### src/sel_pkg.sv
// ============================================================================
// sel_pkg - shared types and constants of the S-expression lexer
// Character codes, token kinds, lexer modes, the result item type and the
// byte classification functions.
// ============================================================================
package sel_pkg;

    // Default width of the constant accumulator
    localparam int VALUE_BITS_DEF = 32;
    // Output queue depth (power of two, at least the two results of one item)
    localparam int OQ_DEPTH = 4;

    // Character codes
    localparam logic [7:0] CH_OPEN  = 8'h28;  // (
    localparam logic [7:0] CH_CLOSE = 8'h29;  // )
    localparam logic [7:0] CH_DOT   = 8'h2E;  // .
    localparam logic [7:0] CH_QUOTE = 8'h27;  // '
    localparam logic [7:0] CH_PLUS  = 8'h2B;  // +
    localparam logic [7:0] CH_MINUS = 8'h2D;  // -
    localparam logic [7:0] CH_LT    = 8'h3C;  // <
    localparam logic [7:0] CH_EQ    = 8'h3D;  // =
    localparam logic [7:0] CH_GT    = 8'h3E;  // >
    localparam logic [7:0] CH_STAR  = 8'h2A;  // *
    localparam logic [7:0] CH_SLASH = 8'h2F;  // /
    localparam logic [7:0] CH_HASH  = 8'h23;  // #
    localparam logic [7:0] CH_QMARK = 8'h3F;  // ?
    localparam logic [7:0] CH_BANG  = 8'h21;  // !
    localparam logic [7:0] CH_SPACE = 8'h20;
    localparam logic [7:0] CH_TAB   = 8'h09;
    localparam logic [7:0] CH_CR    = 8'h0D;
    localparam logic [7:0] CH_ZERO  = 8'h30;
    localparam logic [7:0] CH_NINE  = 8'h39;
    localparam logic [7:0] CH_UC_A  = 8'h41;
    localparam logic [7:0] CH_UC_Z  = 8'h5A;
    localparam logic [7:0] CH_LC_A  = 8'h61;
    localparam logic [7:0] CH_LC_Z  = 8'h7A;

    // Token kinds
    typedef enum logic [2:0] {
        KIND_OPEN  = 3'd0,
        KIND_CLOSE = 3'd1,
        KIND_DOT   = 3'd2,
        KIND_QUOTE = 3'd3,
        KIND_SYM   = 3'd4,
        KIND_CONST = 3'd5,
        KIND_ERR   = 3'd6,
        KIND_END   = 3'd7
    } t_kind;

    // Lexer modes; codes 5..7 behave as idle
    typedef enum logic [2:0] {
        MODE_IDLE   = 3'd0,
        MODE_SIGN   = 3'd1,
        MODE_NUMBER = 3'd2,
        MODE_SYMBOL = 3'd3,
        MODE_ERROR  = 3'd4
    } t_mode;

    // One result item
    typedef struct packed {
        t_kind              kind;
        logic [7:0]         name_char;
        logic               name_last;
        logic signed [31:0] value;
    } t_result;

    // Results of one step: count (0..2) and up to two items in order
    typedef struct packed {
        logic [1:0] count;
        t_result    res0;
        t_result    res1;
    } t_step;

    function automatic t_result mk_res(t_kind kind, logic [7:0] c, logic last,
                                       logic [31:0] val);
        t_result r;
        r.kind      = kind;
        r.name_char = c;
        r.name_last = last;
        r.value     = val;
        return r;
    endfunction

    function automatic logic is_digit(logic [7:0] c);
        return (c >= CH_ZERO) && (c <= CH_NINE);
    endfunction

    function automatic logic is_space(logic [7:0] c);
        return (c == CH_SPACE) || ((c >= CH_TAB) && (c <= CH_CR));
    endfunction

    function automatic logic is_alpha(logic [7:0] c);
        return ((c >= CH_LC_A) && (c <= CH_LC_Z)) || ((c >= CH_UC_A) && (c <= CH_UC_Z));
    endfunction

    function automatic logic sym_first(logic [7:0] c);
        return is_alpha(c) || (c == CH_LT) || (c == CH_EQ) || (c == CH_GT)
            || (c == CH_STAR) || (c == CH_SLASH) || (c == CH_HASH);
    endfunction

    function automatic logic sym_rest(logic [7:0] c);
        return sym_first(c) || is_digit(c) || (c == CH_QMARK) || (c == CH_BANG)
            || (c == CH_MINUS);
    endfunction

endpackage

### src/sel_if.sv
// ============================================================================
// sel_in_if / sel_out_if - item channels of the S-expression lexer
// Valid/ready channels; an item moves when valid and ready are both high.
// ============================================================================
interface sel_in_if;
    logic       valid;
    logic       ready;
    logic [7:0] ch;
    logic       end_of_text;

    modport source (output valid, output ch, output end_of_text, input ready);
    modport sink   (input valid, input ch, input end_of_text, output ready);
endinterface

interface sel_out_if;
    logic               valid;
    logic               ready;
    logic [2:0]         kind;
    logic [7:0]         name_char;
    logic               name_last;
    logic signed [31:0] value;

    modport source (output valid, output kind, output name_char, output name_last,
                    output value, input ready);
    modport sink   (input valid, input kind, input name_char, input name_last,
                    input value, output ready);
endinterface

### src/sel_core.sv
// ============================================================================
// sel_core - lexer state and per-byte step logic
// Holds the pending token state and works out, for one accepted item, up to
// two result items and the next state combinationally.
// ============================================================================
module sel_core
    import sel_pkg::*;
#(
    parameter int VALUE_BITS = VALUE_BITS_DEF
) (
    input  logic       i_clk,
    input  logic       i_rst_n,
    input  logic       i_step,
    input  logic [7:0] i_ch,
    input  logic       i_eot,
    output t_step      o_step
);

    localparam int SUM_BITS = VALUE_BITS + 4;
    localparam int EXT_BITS = (VALUE_BITS > 32) ? VALUE_BITS : 32;

    t_mode                 r_mode, n_mode;
    logic [7:0]            r_held, n_held;
    logic [VALUE_BITS-1:0] r_acc,  n_acc;
    logic                  r_neg,  n_neg;
    logic                  r_ovf,  n_ovf;

    // Digit accumulate: acc*10 + d, checked against the signed limit
    logic [VALUE_BITS-1:0] dg_acc_in, dg_acc;
    logic                  dg_neg, dg_ovf_in, dg_ovf, dg_over;
    logic [3:0]            dg_d;
    logic [SUM_BITS-1:0]   dg_sum, dg_limit;

    always_comb begin
        unique case (r_mode)
            MODE_NUMBER: begin
                dg_acc_in = r_acc;
                dg_neg    = r_neg;
                dg_ovf_in = r_ovf;
            end
            MODE_SIGN: begin
                dg_acc_in = '0;
                dg_neg    = (r_held == CH_MINUS);
                dg_ovf_in = 1'b0;
            end
            default: begin
                dg_acc_in = '0;
                dg_neg    = 1'b0;
                dg_ovf_in = 1'b0;
            end
        endcase
        dg_d     = 4'(i_ch - CH_ZERO);
        dg_sum   = (SUM_BITS'(dg_acc_in) << 3) + (SUM_BITS'(dg_acc_in) << 1)
                 + SUM_BITS'(dg_d);
        dg_limit = (SUM_BITS'(1) << (VALUE_BITS - 1)) - SUM_BITS'(1) + SUM_BITS'(dg_neg);
        dg_over  = dg_sum > dg_limit;
        dg_ovf   = dg_ovf_in | dg_over;
        dg_acc   = dg_ovf ? dg_acc_in : dg_sum[VALUE_BITS-1:0];
    end

    // Signed constant from the magnitude, low 32 bits
    logic [EXT_BITS-1:0] cv_ext, cv_val;
    assign cv_ext = EXT_BITS'(r_acc);
    assign cv_val = r_neg ? (EXT_BITS'(0) - cv_ext) : cv_ext;

    // Flush of the pending token
    logic    fl_v;
    t_result fl_res;
    t_mode   fl_mode;

    always_comb begin
        fl_v    = 1'b0;
        fl_res  = mk_res(KIND_END, 8'h00, 1'b0, 32'h0);
        fl_mode = MODE_IDLE;
        unique case (r_mode)
            MODE_SIGN, MODE_SYMBOL: begin
                fl_v   = 1'b1;
                fl_res = mk_res(KIND_SYM, r_held, 1'b1, 32'h0);
            end
            MODE_NUMBER: begin
                fl_v = 1'b1;
                if (r_ovf) begin
                    fl_res  = mk_res(KIND_ERR, 8'h00, 1'b0, 32'h0);
                    fl_mode = MODE_ERROR;
                end else begin
                    fl_res = mk_res(KIND_CONST, 8'h00, 1'b0, cv_val[31:0]);
                end
            end
            MODE_ERROR: fl_mode = MODE_ERROR;
            default:    fl_mode = MODE_IDLE;
        endcase
    end

    // Start of a new token on the current byte
    logic                  st_v;
    t_result               st_res;
    t_mode                 st_mode;
    logic [7:0]            st_held;
    logic [VALUE_BITS-1:0] st_acc;
    logic                  st_neg, st_ovf;

    always_comb begin
        st_v    = 1'b0;
        st_res  = mk_res(KIND_END, 8'h00, 1'b0, 32'h0);
        st_mode = MODE_IDLE;
        st_held = r_held;
        st_acc  = r_acc;
        st_neg  = r_neg;
        st_ovf  = r_ovf;
        if (is_space(i_ch)) begin
            st_v = 1'b0;
        end else if (i_ch == CH_OPEN) begin
            st_v   = 1'b1;
            st_res = mk_res(KIND_OPEN, 8'h00, 1'b0, 32'h0);
        end else if (i_ch == CH_CLOSE) begin
            st_v   = 1'b1;
            st_res = mk_res(KIND_CLOSE, 8'h00, 1'b0, 32'h0);
        end else if (i_ch == CH_DOT) begin
            st_v   = 1'b1;
            st_res = mk_res(KIND_DOT, 8'h00, 1'b0, 32'h0);
        end else if (i_ch == CH_QUOTE) begin
            st_v   = 1'b1;
            st_res = mk_res(KIND_QUOTE, 8'h00, 1'b0, 32'h0);
        end else if ((i_ch == CH_PLUS) || (i_ch == CH_MINUS)) begin
            st_mode = MODE_SIGN;
            st_held = i_ch;
        end else if (is_digit(i_ch)) begin
            // only reached from idle mode, so the digit unit starts fresh
            st_mode = MODE_NUMBER;
            st_acc  = dg_acc;
            st_neg  = 1'b0;
            st_ovf  = dg_ovf;
        end else if (sym_first(i_ch)) begin
            st_mode = MODE_SYMBOL;
            st_held = i_ch;
        end else begin
            st_v    = 1'b1;
            st_res  = mk_res(KIND_ERR, 8'h00, 1'b0, 32'h0);
            st_mode = MODE_ERROR;
        end
    end

    // Step: next state and packed result list
    logic    use_fl, use_st;
    t_result one_res;
    logic    one_v;

    always_comb begin
        n_mode  = r_mode;
        n_held  = r_held;
        n_acc   = r_acc;
        n_neg   = r_neg;
        n_ovf   = r_ovf;
        use_fl  = 1'b0;
        use_st  = 1'b0;
        one_v   = 1'b0;
        one_res = mk_res(KIND_END, 8'h00, 1'b0, 32'h0);

        if (i_eot) begin
            use_fl  = 1'b1;
            one_v   = 1'b1;
            one_res = mk_res(KIND_END, 8'h00, 1'b0, 32'h0);
            n_mode  = MODE_IDLE;
            n_held  = '0;
            n_acc   = '0;
            n_neg   = 1'b0;
            n_ovf   = 1'b0;
        end else begin
            unique case (r_mode)
                MODE_SIGN: begin
                    if (is_digit(i_ch)) begin
                        n_mode = MODE_NUMBER;
                        n_acc  = dg_acc;
                        n_neg  = dg_neg;
                        n_ovf  = dg_ovf;
                    end else begin
                        use_fl = 1'b1;
                        use_st = 1'b1;
                    end
                end
                MODE_NUMBER: begin
                    if (is_digit(i_ch)) begin
                        n_acc = dg_acc;
                        n_ovf = dg_ovf;
                    end else if (r_ovf) begin
                        // error in place of the constant; the ending byte is dropped
                        use_fl = 1'b1;
                        n_mode = fl_mode;
                    end else begin
                        use_fl = 1'b1;
                        use_st = 1'b1;
                    end
                end
                MODE_SYMBOL: begin
                    if (sym_rest(i_ch)) begin
                        one_v   = 1'b1;
                        one_res = mk_res(KIND_SYM, r_held, 1'b0, 32'h0);
                        n_held  = i_ch;
                    end else begin
                        use_fl = 1'b1;
                        use_st = 1'b1;
                    end
                end
                MODE_ERROR: begin
                    n_mode = MODE_ERROR;
                end
                default: begin
                    use_st = 1'b1;
                end
            endcase
            if (use_st) begin
                one_v   = st_v;
                one_res = st_res;
                n_mode  = st_mode;
                n_held  = st_held;
                n_acc   = st_acc;
                n_neg   = st_neg;
                n_ovf   = st_ovf;
            end
        end

        // flush item, when present, goes first
        if (use_fl && fl_v) begin
            o_step.res0  = fl_res;
            o_step.res1  = one_res;
            o_step.count = one_v ? 2'd2 : 2'd1;
        end else begin
            o_step.res0  = one_res;
            o_step.res1  = one_res;
            o_step.count = one_v ? 2'd1 : 2'd0;
        end
    end

    // State registers
    always_ff @(posedge i_clk) begin
        if (!i_rst_n) begin
            r_mode <= MODE_IDLE;
            r_held <= '0;
            r_acc  <= '0;
            r_neg  <= 1'b0;
            r_ovf  <= 1'b0;
        end else if (i_step) begin
            r_mode <= n_mode;
            r_held <= n_held;
            r_acc  <= n_acc;
            r_neg  <= n_neg;
            r_ovf  <= n_ovf;
        end
    end

endmodule

### src/sel_outq.sv
// ============================================================================
// sel_outq - result queue of the S-expression lexer
// Small register queue taking up to two items per cycle and giving one.
// Room for two more items is what lets an input item in.
// ============================================================================
module sel_outq
    import sel_pkg::*;
(
    input  logic    i_clk,
    input  logic    i_rst_n,
    input  logic    i_push,
    input  t_step   i_step,
    output logic    o_room,
    output logic    o_valid,
    input  logic    i_pop,
    output t_result o_head
);

    localparam int PTR_BITS = $clog2(OQ_DEPTH);
    localparam int CNT_BITS = $clog2(OQ_DEPTH + 1);

    t_result               r_mem [OQ_DEPTH];
    logic [PTR_BITS-1:0]   r_wr, n_wr, r_rd, n_rd;
    logic [CNT_BITS-1:0]   r_cnt, n_cnt;
    logic [1:0]            push_n;
    logic                  pop_ok;

    assign push_n  = i_push ? i_step.count : 2'd0;
    assign pop_ok  = i_pop && (r_cnt != '0);
    assign o_valid = (r_cnt != '0);
    assign o_head  = r_mem[r_rd];
    assign o_room  = (r_cnt <= CNT_BITS'(OQ_DEPTH - 2));

    // Pointer and fill bookkeeping
    always_comb begin
        n_wr  = r_wr + PTR_BITS'(push_n);
        n_rd  = pop_ok ? (r_rd + PTR_BITS'(1)) : r_rd;
        n_cnt = r_cnt + CNT_BITS'(push_n) - CNT_BITS'(pop_ok);
    end

    always_ff @(posedge i_clk) begin
        if (!i_rst_n) begin
            r_wr  <= '0;
            r_rd  <= '0;
            r_cnt <= '0;
        end else begin
            r_wr  <= n_wr;
            r_rd  <= n_rd;
            r_cnt <= n_cnt;
        end
    end

    // Storage
    always_ff @(posedge i_clk) begin
        if (push_n != 2'd0) begin
            r_mem[r_wr] <= i_step.res0;
        end
        if (push_n == 2'd2) begin
            r_mem[r_wr + PTR_BITS'(1)] <= i_step.res1;
        end
    end

endmodule

### src/s_expression_lexer_unit.sv
// ============================================================================
// s_expression_lexer_unit - streaming S-expression tokeniser
// Turns a byte stream into open/close/dot/quote, symbol character, constant,
// error and end tokens, one byte per cycle while the result queue has room.
// ============================================================================
//  channel   dir  payload                               handshake
//  i_in      in   ch[7:0], end_of_text                  valid/ready
//  o_out     out  kind[2:0], name_char[7:0], name_last,  valid/ready
//                 value[31:0] signed
//
//  One byte is taken per cycle while the queue has room; its results enter the
//  result queue at the same clock edge, behind any items already queued.
//  A byte yields zero, one or two items; the queue drains one per cycle while
//  o_out.ready is high, so two-item bytes hold output to one item per cycle.
//  i_in.ready is high while the queue has room for two items (of its four entries).
//  Reset (synchronous, active low) returns the lexer to idle and empties the
//  queue; no clearing pass is needed.
// ============================================================================
module s_expression_lexer_unit
    import sel_pkg::*;
#(
    parameter int VALUE_BITS = VALUE_BITS_DEF
) (
    input  logic        i_clk,
    input  logic        i_rst_n,
    sel_in_if.sink      i_in,
    sel_out_if.source   o_out
);

    logic    step;
    logic    room;
    t_step   step_res;
    t_result head;

    assign i_in.ready = room;
    assign step       = i_in.valid && room;

    // Lexer state and step logic
    sel_core #(
        .VALUE_BITS (VALUE_BITS)
    ) u_core (
        .i_clk   (i_clk),
        .i_rst_n (i_rst_n),
        .i_step  (step),
        .i_ch    (i_in.ch),
        .i_eot   (i_in.end_of_text),
        .o_step  (step_res)
    );

    // Result queue
    sel_outq u_outq (
        .i_clk   (i_clk),
        .i_rst_n (i_rst_n),
        .i_push  (step),
        .i_step  (step_res),
        .o_room  (room),
        .o_valid (o_out.valid),
        .i_pop   (o_out.ready),
        .o_head  (head)
    );

    assign o_out.kind      = head.kind;
    assign o_out.name_char = head.name_char;
    assign o_out.name_last = head.name_last;
    assign o_out.value     = head.value;

endmodule

### src/flat_wrapper.sv
// flat-port wrapper written by rule: the top's interface ports become plain ports
module s_expression_lexer_unit_flat import sel_pkg::*;
#(
    parameter int VALUE_BITS = VALUE_BITS_DEF
)
  (i_clk, i_rst_n, i_in_valid, i_in_ch, i_in_end_of_text, i_in_ready, o_out_valid, o_out_kind, o_out_name_char, o_out_name_last, o_out_value, o_out_ready);
  sel_in_if i_in_i ();
  sel_out_if o_out_i ();
  input  logic i_clk;
  input  logic i_rst_n;
  input wire logic [$bits(i_in_i.valid)-1:0] i_in_valid;
  input wire logic [$bits(i_in_i.ch)-1:0] i_in_ch;
  input wire logic [$bits(i_in_i.end_of_text)-1:0] i_in_end_of_text;
  output wire logic [$bits(i_in_i.ready)-1:0] i_in_ready;
  output wire logic [$bits(o_out_i.valid)-1:0] o_out_valid;
  output wire logic [$bits(o_out_i.kind)-1:0] o_out_kind;
  output wire logic [$bits(o_out_i.name_char)-1:0] o_out_name_char;
  output wire logic [$bits(o_out_i.name_last)-1:0] o_out_name_last;
  output wire logic [$bits(o_out_i.value)-1:0] o_out_value;
  input wire logic [$bits(o_out_i.ready)-1:0] o_out_ready;
  assign i_in_i.valid = i_in_valid;
  assign i_in_i.ch = i_in_ch;
  assign i_in_i.end_of_text = i_in_end_of_text;
  assign i_in_ready = i_in_i.ready;
  assign o_out_valid = o_out_i.valid;
  assign o_out_kind = o_out_i.kind;
  assign o_out_name_char = o_out_i.name_char;
  assign o_out_name_last = o_out_i.name_last;
  assign o_out_value = o_out_i.value;
  assign o_out_i.ready = o_out_ready;
  s_expression_lexer_unit #(.VALUE_BITS(VALUE_BITS)) u_core (.i_clk(i_clk), .i_rst_n(i_rst_n), .i_in(i_in_i), .o_out(o_out_i));
endmodule
### config.mk
export PLATFORM = sky130hd
export DESIGN_NAME = s_expression_lexer_unit_flat
export DESIGN_NICKNAME = d
export VERILOG_FILES = /design/src/sel_pkg.sv /design/src/sel_if.sv /design/src/sel_core.sv /design/src/sel_outq.sv /design/src/s_expression_lexer_unit.sv /design/src/flat_wrapper.sv
export SDC_FILE = /design/constraint.sdc
export NUM_CORES = 1
export LEC_CHECK = 0
export BUFFER_PORTS_ARGS = -buffer_cell sky130_fd_sc_hd__buf_2
export CAP_MARGIN = 10
export CORE_UTILIZATION = 55
export CTS_CLUSTER_DIAMETER = 100
export DETAILED_ROUTE_END_ITERATION = 8
export GPL_TIMING_DRIVEN = 0
export PLACE_DENSITY = 0.77
export SYNTH_ARGS = -nofsm -noshare
export SYNTH_HDL_FRONTEND = slang
export SYNTH_SLANG_ARGS = --single-unit
### constraint.sdc
create_clock -name i_clk -period 6.67 [get_ports i_clk]
set_input_delay 0.3335 -clock i_clk [delete_from_list [all_inputs] [get_ports i_clk]]
set_output_delay 0.3335 -clock i_clk [all_outputs]
set_load 0.02 [all_outputs]
== Word-level counts from Yosys, hierarchy flattened ==
Memories as Yosys holds them, arrays and structs flattened. A register that Yosys moved wholly into a read port is not among the register bits.
Cells that the tools add are included.
Operators by class
  order comparisons: 10
  muxes and demuxes: 107
  bitwise operators: 1
  reductions and logical operators: 35
  equal/unequal tests: 32
  add/subtract/negate cells: 10
Operators by type and width (number)
  $mux W32: 13
  $mux W44: 7
  $mux W43: 3
  $eq A8 B6 Y1 const B: 16
  $mux W42: 3
  $mux W8: 12
  $mux W90: 1
  $pmux W43 S2: 1
  $mux W1: 46
  $mux W3: 13
  $add A35 B33 Y36: 1
  $add A36 B4 Y36: 1
  $gt A36 B32 Y1: 1
  $add A31 B1 Y32 const A: 1
  $sub A1 B32 Y32 const A: 1
  $ne A4 B4 Y1 const B: 5
  $ne A3 B3 Y1 const B: 6
  $ge A8 B7 Y1 const B: 2
  $le A8 B7 Y1 const B: 2
  $reduce_bool A3 Y1: 5
  $logic_or A1 B1 Y1: 13
  $reduce_and A10 Y1: 1
  $pmux W3 S3: 1
  $reduce_and A9 Y1: 1
  25 further kinds: 39
Storage, ports and cells
  memory bits (writable): 176
  memories kept: 1
  output and inout port bits: 46
  register bits after elaboration: 52
  bits of input ports: 13
Memories
  u_core.u_outq.r_mem: depth 4, bits a word 44, read ports 1, clocked after Yosys merged registers in 1, wr ports 2, line sel_outq.sv:22  | t_result r_mem [OQ_DEPTH];

== Depth between registers and ports, before layout ==
  depth after elaboration: 25
  gate-level depth with buffers: 27
  depth with buffers taken out: 25

== Hierarchy ==
From an unflattened synthesis, not the netlist that was laid out.
Second synthesis, totals
  cells, all modules: 1324
  area total of the unflattened synthesis: 15660.0 µm²
Modules (own cells, without submodules)
  sel_outq: instances 1, seq. area each 5465.2 µm², area each 9176.3 µm², cells an instance 480
  sel_core: instances 1, seq. area each 900.9 µm², area each 6477.5 µm², cells an instance 843
  s_expression_lexer_unit: instances 1, seq. area each 0.0 µm², area each 6.3 µm², cells an instance 1

== Worst setup path before layout ==
Ideal clock, no wire load.
  path type: flip-flop to flip-flop
  start: register u_core.u_core.r_mode[1]
  end: register u_core.u_core.r_acc[12], in the netlist u_core.u_core.cv_ext[12]
  arrival: 5808 ps
  stages on the path, launching flop included: 27
  setup slack: 746 ps
  data required time: 6553 ps
  setup time: 117 ps
  cell sequence: dfxtp_1 clkbuf_1 nor3b_1 clkbuf_1 nand2_1 fa_1 inv_1 ha_1 a21oi_1 o21ai_1 a21oi_1 a2111oi_2 o21bai_1 a21boi_0 nor4_1 a311o_1 ha_1 a21oi_1 o21ai_0 nor2_1 o211ai_1 nor4b_1 o211a_1 nand4_2 a31o_1 buf_2 a22o_1
Between the ends
  cells in the longest elaborated chain, start to end: 16
RTL lines
  from (decl): line sel_core.sv:22  | t_mode r_mode, n_mode;
  from (signal assigned): line sel_core.sv:243  | r_mode <= n_mode;
  $eq A3 B2 Y1: line sel_core.sv:35, sel_core.sv:169
  $mux W32: line sel_core.sv:35  | unique case (r_mode)
  $add A35 B33 Y36: line sel_core.sv:53  | dg_sum = (SUM_BITS'(dg_acc_in) << 3) + (SUM_BITS'(dg_acc_in) << 1)
  $add A36 B4 Y36: line sel_core.sv:54  | + SUM_BITS'(dg_d);
  $gt A36 B32 Y1: line sel_core.sv:56  | dg_over = dg_sum > dg_limit;
  $or A1 B1 Y1: line sel_core.sv:57  | dg_ovf = dg_ovf_in | dg_over;
  $mux W32: line sel_core.sv:58  | dg_acc = dg_ovf ? dg_acc_in : dg_sum[VALUE_BITS-1:0];
  $mux W32: line sel_core.sv:127, sel_core.sv:171, sel_core.sv:182
  $mux W32: line sel_core.sv:124  | end else if ((i_ch == CH_PLUS) || (i_ch == CH_MINUS)) begin
  $mux W32: line sel_core.sv:121  | end else if (i_ch == CH_QUOTE) begin
  $mux W32: line sel_core.sv:118  | end else if (i_ch == CH_DOT) begin
  $mux W32: line sel_core.sv:115  | end else if (i_ch == CH_CLOSE) begin
  $mux W32: line sel_core.sv:112  | end else if (i_ch == CH_OPEN) begin
  $mux W32: line sel_core.sv:110  | if (is_space(i_ch)) begin
  $mux W32: line sel_core.sv:211  | if (use_st) begin
  $mux W32: line sel_core.sv:159  | if (i_eot) begin
  to (signal assigned): line sel_core.sv:245  | r_acc <= n_acc;
  to (decl): line sel_core.sv:24  | logic [VALUE_BITS-1:0] r_acc, n_acc;
Parallel ways exist; a longest one is shown, timed or not. The select of a mux whose other input is x is not followed.
A chain may end at the register's enable or synchronous reset.

== Worst setup path after layout ==
  start: register u_core.u_core.r_mode[0]
  end: register u_core.u_core.r_acc[5], in the netlist u_core.u_core.cv_ext[5]
The elaborated chain is that of the path after synthesis.

==> flow_summary.yaml <==
synthesis:
  yosys.cell_count.top_type: "dfxtp_1"
  async_reset_ff_share_pct: 0
  synth_top_area_cell: "dfxtp_1"
  synth_cell_types: 75
  ys_seq_elements: 230
  syn_avg_cell_area_sq_um: 9.57
  netlist_instances: 1386
  synth_edf_count: 44
  synth-seq-area-share_pct: 38.0
  synthTopCellsByCount: "186 x dfxtp_1, 157 x nand2_1, 101 x ha_1"
  synth_fp_nets: 1503
  synth_warnings: 0
  synthTopCellsByArea: "dfxtp_1 28%, edfxtp_1 10%, ha_1 9.5%"
  ys.flop_type: "dfxtp_1"
  syn-cell-area_sq_um: 13300
  synthDominantCellAreaShare_pct: 28.1
die:
  core_sq_um: 23500
  die_area_sq_um: 24700
  start_util_pct: 56.3
  rows: 56
  die_w_um: 157
  dieHeight_um: 157
  io_pins: 59
grt:
  antenna_found_initial: 0
  grt_max_degree: 31
  grt_pass1_wl_um: 56700
  gr-total-overflow: 0
  grt_use_total_pct: 29.0
  grt_pass1_vias: 10900
worst_setup_path:
  path_buf_inv: 4
  crit_family: "compound AO/OA/AOI/OAI gates"
  slowest_delay_ns: 0.52
  cp.arrival_ns: 6.62
  cp_data_required_time_ns: 7.06
  crit_path_max_fanout: 10
  worstSetupPathType: "flop to flop"
  critical_path.slowest_cell: "fa_1"
  worstReg2RegEnd: "u_core.u_core.cv_ext[5]$_SDFFE_PN0P_"
  startpoint_type: "flop"
  worstSetupEndpointType: "flop"
  rrSetupSlack_ns: 0.45
  reg2reg_depth: 26
  r2r_start: "u_core.u_core.r_mode[0]$_SDFFE_PN0P_"
pwr:
  irDropWorstVdd_mv: 0.181
  cellPowerDensity_nw_per_um2: 232
  p_leak_uw: 0.00627
drt:
  detail_route.wirelength_um: 35200
  drc: 0
  vias: 11300
  drt_iter0_markers: 887
  dr.pass1.iters: 5
  post_drt_wl_per_cell_um: 19.5
  ant_nets: 0
  via_per_inst: 6.28
timing:
  slew_headroom_pct: 31.9
  fin_setup_tns_ns: 0
  clock_skew_ns: 0.0125
  finalCritPeriodShare_pct: 93.3
  max_freq_ghz: 0.161
  setup_viol: 0
  rsz0062_at_grt: "no"
  slew_violations: 0
  worst_pin_slew_ns: 1.01
  layout_min_cycle_time_ns: 6.22
  hold_violations: 0
clock_tree:
  clock_latency_ns: 0.51
  path_clk_slew_ns: 0.06
  ctsRootBufferMaster: "clkbuf_16"
  numClockSinks: 230
  cts_buffer_depth: 3
  cts_buffers: 23
  hold_buffers: 0
  cts_tree: "built"
  htree_levels: 1
status:
  status: "finished, final reports clean"
final_layout:
  regArea_sq_um: 5050
  final_area_sq_um: 14800
  post-route-util_pct: 62.9
  multi_input_area_sq_um: 7890
  drive_gt1_share_pct: 12.7
  syn2layout_area_growth_pct: 11.6
  diodes: 0
  nets: 1588
  n_fill_cell: 1939
hold_path:
  hold_path.class: "input port to flop"
  hp-start: "i_in_ch[5]"
  hold_depth: 2
  hold_path_end: "u_core.u_core.r_held[5]$_SDFFE_PN0P_"
place:
  gp_congestion: 0.963
  dpl.hpwl_um: 25900
  numPortBuffers: 58
  place_area_sq_um: 14000
run:
  maxCapViolCount: 0
-- sequential cells by signal, summed over array words and instances (netlist names), named ones only --
signal                cells
u_core.u_outq.r_mem     176
u_core.u_core.cv_ext     32
u_core.u_core.r_held      8
u_core.u_core.r_mode      3
u_core.u_outq.r_cnt       3
u_core.u_outq.r_rd        2
u_core.u_outq.r_wr        2
u_core.u_core.r_neg       1
u_core.u_core.r_ovf       1
-- cell usage in the layout (no fill, tap or decap), types with 7 or more instances in the layout --
cell,n
dfxtp_1,185
or3_1,8
inv_1,27
a22o_1,98
a211oi_1,8
ha_1,101
edfxtp_1,44
nor3_1,15
and3_1,9
xor2_1,33
a32o_1,7
a21o_1,17
a31oi_1,10
nand3_1,54
nor2_1,71
nand2_1,157
xnor2_1,30
o211ai_1,8
nand4_1,16
a21oi_1,65
o31ai_1,10
o22ai_1,10
nor2b_1,10
mux4_2,44
buf_4,9
o21ai_0,93
and2_1,69
clkbuf_16,23
clkbuf_1,55
buf_2,69
-- worst reg2reg max path, delay by kind of cell, from the launching register on --
kind	cells	cell delay [ns]
compound gates	11	2.37
simple gates	7	1.20
xor+xnor	1	0.24
buf+inv	4	0.71
flops	1	0.29
fa+ha+maj	3	1.30
-- power breakdown --
part | total (uW) | switching (uW) | internal, uW
registers | 1500 | 25.3 | 1480
logic | 692 | 455 | 238
clock network | 1240 | 542 | 697
-- metrics by stage --
stage,cells,power (uW),hold WS (ns),setup slack (ns)
floorplan,1386,2010,0.418,0.746
global placement,1763,2200,0.428,-1.13
detailed placement,1763,2210,0.437,-1.22
CTS,1807,3430,0.104,0.0271
global route,1806,3560,0.114,0.0811
finish,1806,3430,0.107,0.445
-- cell families (layout without fill, tap and decap cells) --
family                   after synthesis  count (layout)  synth area share, %
buffers and inverters                107             208                 3.23
AND/OR/NAND/NOR                      449             449                 16.7
flip-flops                           230             230                 38.0
adder cells (fa/ha/maj)              104             104                 9.98
multiplexers                          48              48                 7.78
XOR/XNOR                              63              63                 4.16
AO/OA/AOI/OAI                        385             385                 20.1
-- worst max-delay path by stage --
stage	from	endpoint	slack [ns]	cells after the start
6_report	u_core.u_core.r_mode[0]$_SDFFE_PN0P_	u_core.u_core.cv_ext[5]$_SDFFE_PN0P_	0.45	26
5_1_grt	u_core.u_core.r_mode[0]$_SDFFE_PN0P_	u_core.u_core.cv_ext[5]$_SDFFE_PN0P_	0.08	26
4_1_cts	u_core.u_core.r_mode[2]$_SDFFE_PN0P_	u_core.u_core.cv_ext[27]$_SDFFE_PN0P_	0.03	26
3_5_place_dp	u_core.u_core.r_mode[1]$_SDFFE_PN0P_	u_core.u_core.cv_ext[7]$_SDFFE_PN0P_	-1.22	25
3_3_place_gp	u_core.u_core.r_mode[1]$_SDFFE_PN0P_	u_core.u_core.cv_ext[16]$_SDFFE_PN0P_	-1.13	25
2_1_floorplan	u_core.u_core.r_mode[1]$_SDFFE_PN0P_	u_core.u_core.cv_ext[12]$_SDFFE_PN0P_	0.75	26
-- routing by layer --
| metal | track usage [%] | up-vias | share of wire, % |
|---|---|---|---|
| met5 | 0 | - | 0 |
| met4 | 8.74 | 0 | 2.4 |
| met3 | 2.64 | 56 | 7.3 |
| met2 | 49.2 | 495 | 48 |
| met1 | 39.2 | 5411 | 42 |
| li1 | - | 5371 | - |
-- area by class of cell --
| class | instances | area share, % |
|---|---|---|
| Clock inverter | 14 | 0.735 |
| Inverter | 28 | 0.710 |
| Clock buffer | 27 | 4.12 |
| Buffer | 75 | 2.10 |
| Tap cell | 319 | 2.70 |
| Sequential cell | 230 | 34.1 |
| Multi-Input combinational cell | 1049 | 53.3 |
| Timing Repair Buffer | 64 | 2.26 |
-- what timing repair did --
item                       4_1_cts  5_1_grt
pin swaps                        1        4
setup endpoints to repair       33       33
buffers inserted                 4        2
gates resized for setup          7       15
Note: power is estimated with default switching activity, not from simulation.
